$ cat src/hdl/lcs_ram.sv
// ----------------------------------------------------------------------------
// lcs_ram: generic simple dual-port RAM
// One write port, one read port, read data registered.
// ----------------------------------------------------------------------------
module lcs_ram #(
   parameter  int WIDTH = 8,
   parameter  int DEPTH = 64,
   localparam int AW    = (DEPTH > 1) ? $clog2(DEPTH) : 1
) (
   input  logic             clock,
   input  logic             wr_en,
   input  logic [AW-1:0]    wr_addr,
   input  logic [WIDTH-1:0] wr_data,
   input  logic             rd_en,
   input  logic [AW-1:0]    rd_addr,
   output logic [WIDTH-1:0] rd_data
);

   logic [WIDTH-1:0] mem_ff [DEPTH];
   logic [WIDTH-1:0] rd_data_ff;

   always_ff @(posedge clock) begin
      if (wr_en) begin
         mem_ff[wr_addr] <= wr_data;
      end
      if (rd_en) begin
         rd_data_ff <= mem_ff[rd_addr];
      end
   end

   assign rd_data = rd_data_ff;

endmodule

$ cat config.mk
export PLATFORM = sky130hd
export DESIGN_NAME = lcs_ram
export DESIGN_NICKNAME = d
export VERILOG_FILES = /design/src/hdl/lcs_ram.sv
export SDC_FILE = /design/constraint.sdc
export NUM_CORES = 1
export LEC_CHECK = 0
export ABC_AREA = 1
export BUFFER_PORTS_ARGS = -buffer_cell sky130_fd_sc_hd__buf_2
export CORE_UTILIZATION = 65
export CTS_BUF_LIST = sky130_fd_sc_hd__clkbuf_8
export DETAILED_ROUTE_END_ITERATION = 8
export PLACE_DENSITY = 0.82
export SETUP_SLACK_MARGIN = 0.05
export SYNTH_ARGS = -nofsm -noshare
export SYNTH_HDL_FRONTEND = slang
export SYNTH_SLANG_ARGS = --single-unit
$ cat constraint.sdc
create_clock -name clock -period 2.7 [get_ports clock]
set_input_delay 0.27 -clock clock [delete_from_list [all_inputs] [get_ports clock]]
set_output_delay 0.27 -clock clock [all_outputs]
set_load 0.005 [all_outputs]
Word level (Yosys, flattened, before mapping) --
Memory sizes are Yosys's and may differ from the RTL's. A register that Yosys moved wholly into a read port is not among the register bits. Index checks and enable logic that the tools add are counted.
Storage, ports and cells: register bits after elaboration 0, memory bits (writable) 512, output and inout bits 8, logic and storage cells 3, memories kept 1
Cells by class: multiplexer cells 2
Memories:
- mem_ff | depth 64, width 8, read ports 1, clocked after memory_dff 1, wr ports 1, RTL line 19 | logic [WIDTH-1:0] mem_ff [DEPTH];
Operator list (number):
- $mux 1 | 2

Logic depth before layout (Yosys ltp) --
depth in word-level cells 2, depth in mapped cells 12, depth with buffers taken out 9

Worst setup path after synthesis --
No wires, ideal clock.
path type input to register, from in wr_en, to mem mem_ff[48][0], enable pin, setup time 0.395 ns, arrival time 1.641 ns, data required time 2.305 ns, slack 0.664 ns, stages on the path 3, buffers on the path 1, cell sequence clkbuf_1 -> nand4_1 -> nor4_1
On the way: cells in the longest elaborated chain, start to end 2
Ends and longest elaborated chain:
- start, declared | RTL line 11 | input logic wr_en,
- $mux 1 | RTL line 23 | if (wr_en) begin
- $mux 1 (not written as such) | RTL line 24 | mem_ff[wr_addr] <= wr_data;
- end, declared | RTL line 19
Every way passes these cells.

Worst setup path after layout --
from in wr_addr[0], to mem mem_ff[32][0], enable pin
RTL lines:
- start, declared | RTL line 12 | input logic [AW-1:0] wr_addr,
No word-level cell before the write port.

==> metrics.csv <==
metric,value,unit
wl,52200,µm
required,2.94,ns
diodes,0,
firstDrtPassIters,6,
post_cts_buffers,0,
overflow,0,
path_class,primary input to flop,
grt_pass1_vias,13700,
rows,66,
syn_nets,1828,
grt_pass1_wl,78500,µm
grt_max_degree,169,
min_period,2.19,ns
htreeDepth,3,
setup_viol,0,
ys_ff_latch,520,
most-common-layout-cells,"nand2_1, edfxtp_1, nand3_1",
seqPwrFrac,0.566,
p_sw_frac,0.238,
cts_root_buf,clkbuf_8,
p_per_area,677,mW/mm²
core_area,0.0325,mm²
max_slew.worst_pin.slew,0.968,ns
final_layout_size_suffix_gt1_frac,0.105,
cts_buffers,80,
via_count,14500,
fin_hold_ws,0.0339,ns
grt_use_total,0.318,
maxCapViolCount,0,
drcViolationCount,0,
fin_skew,0.0366,ns
insertion_delay,0.63,ns
postRouteAntennaNets,0,
die_area,0.0337,mm²
cts_num_sinks,520,
power.switching,0.00378,W
ys_seq_area_frac,0.729,
final_common_cell,nand2_1,
drt_iter0_markers,2181,
intPower,0.0121,W
synth_cell_types,15,
yosysWarnings,0,
fin_crit_sh,0.811,
ir_drop,0.601,mV
cts_buffer_depth,3,
dp_hpwl,30100,µm
drv_slew,0,
avgViaCountPerCell,6.10,
max_freq,0.457,GHz
pin_count,31,
finalNetCount,1902,
hold_path.class,primary input to flop,
crit_arrival,2.43,ns
combPwrFrac,0.067,
port_buffers,30,
rsz0062_at_grt,no,
critPathMaxFanout,9,
synthCells,1805,
clk_pin_slew,0.07,ns
area_delta_synth_final,9.40,%
initial_core_util,0.660,
final_hold_viol_count,0,
postCtsHoldBufs,1,
end_kind,flop,
die_w,184,µm
start_kind,primary input,
tns,0,ns
die_y,184,µm
pwr-share-clk,0.366,
cts_resized,0,
power.leakage,8.61,nW
netlist_area,0.0214,mm²
relSlewSlack,0.354,
wl_per_cell,21.9,µm
grt_antenna_before_repair,0,
cts_tree,built,
synth_area_per_cell,11.9,µm²
outcome,finished clean,
place_congestion,0.910,
-- logic make-up (layout without fill, tap and decap cells) --
group,count (synthesis),in the layout,synth area share
DFF,520,520,0.729
and+or+nand+nor,1160,1160,0.231
buffers and inverters,125,259,0.0401
-- synth_stat cells --
master / n / area share
nand2_1: 648 / 0.11
buf_4: 14 / 0.0049
clkbuf_1: 15 / 0.0026
inv_1: 10 / 0.0018
buf_2: 37 / 0.0086
buf_6: 35 / 0.018
inv_6: 1 / 0.00041
edfxtp_1: 520 / 0.73
nand4_1: 9 / 0.0026
buf_8: 2 / 0.0014
inv_2: 1 / 0.00018
buf_1: 10 / 0.0018
nor4_1: 8 / 0.0023
nand3_1: 439 / 0.10
nor2_1: 56 / 0.0098
-- sequential cells by signal, indices dropped and copies added, names as in the netlist --
name and count:
mem_ff 512, rd_data 8
-- critical path, cell delays in order --
cell     delay, ns
buf_2         0.16
inv_1         0.21
nand4_1       0.78
nor2_1        1.00
-- power groups by stage --
stage | combinational [W] | clock (W) | sequential, W
2_1_floorplan | 0.000628 | 0 | 0.00914
3_3_place_gp | 0.00101 | 0 | 0.00915
3_5_place_dp | 0.00104 | 0 | 0.00915
4_1_cts | 0.00105 | 0.00584 | 0.00898
5_1_grt | 0.00115 | 0.00619 | 0.00898
6_report | 0.00107 | 0.00581 | 0.00898
-- final cells by class --
cell class,count,area [µm²]
multi-input cells,1160,4950
flip-flops and latches,520,15600
well taps,442,553
clock buffers,83,1140
inverters,12,52.6
clock inverters,59,249
repair buffers,105,875
fillers,2098,9020
-- worst paths after layout --
kind,startpoint,end,slack [ns],cells past startpoint
max,wr_addr[0],mem_ff[32][0],0.51,4
min reg2reg,mem_ff[12][0],rd_data[0],0.88,8
min,wr_data[7],mem_ff[54][7],0.03,1
max reg2reg,mem_ff[63][6],rd_data[6],1.29,8
-- routing by layer --
metal	global-route usage	up-vias	part of all wire
li1	-	6517	-
met5	0	-	0
met2	0.488	996	0.46
met4	0.165	0	0.046
met3	0.0640	163	0.12
met1	0.435	6842	0.37
-- per-stage QoR --
stage	utilization	cells	power, W	area, µm²	worst slack, ns
2_1_floorplan	-	1805	0.00977	21400	0.664
3_3_place_gp	0.679	2238	0.0102	22000	0.265
3_5_place_dp	0.679	2238	0.0102	22000	0.176
4_1_cts	0.722	2381	0.0159	23400	0.698
5_1_grt	0.722	2381	0.0163	23400	0.586
6_report	0.722	2381	0.0159	23400	0.510
No activity file was read; power rests on OpenSTA's default activity.
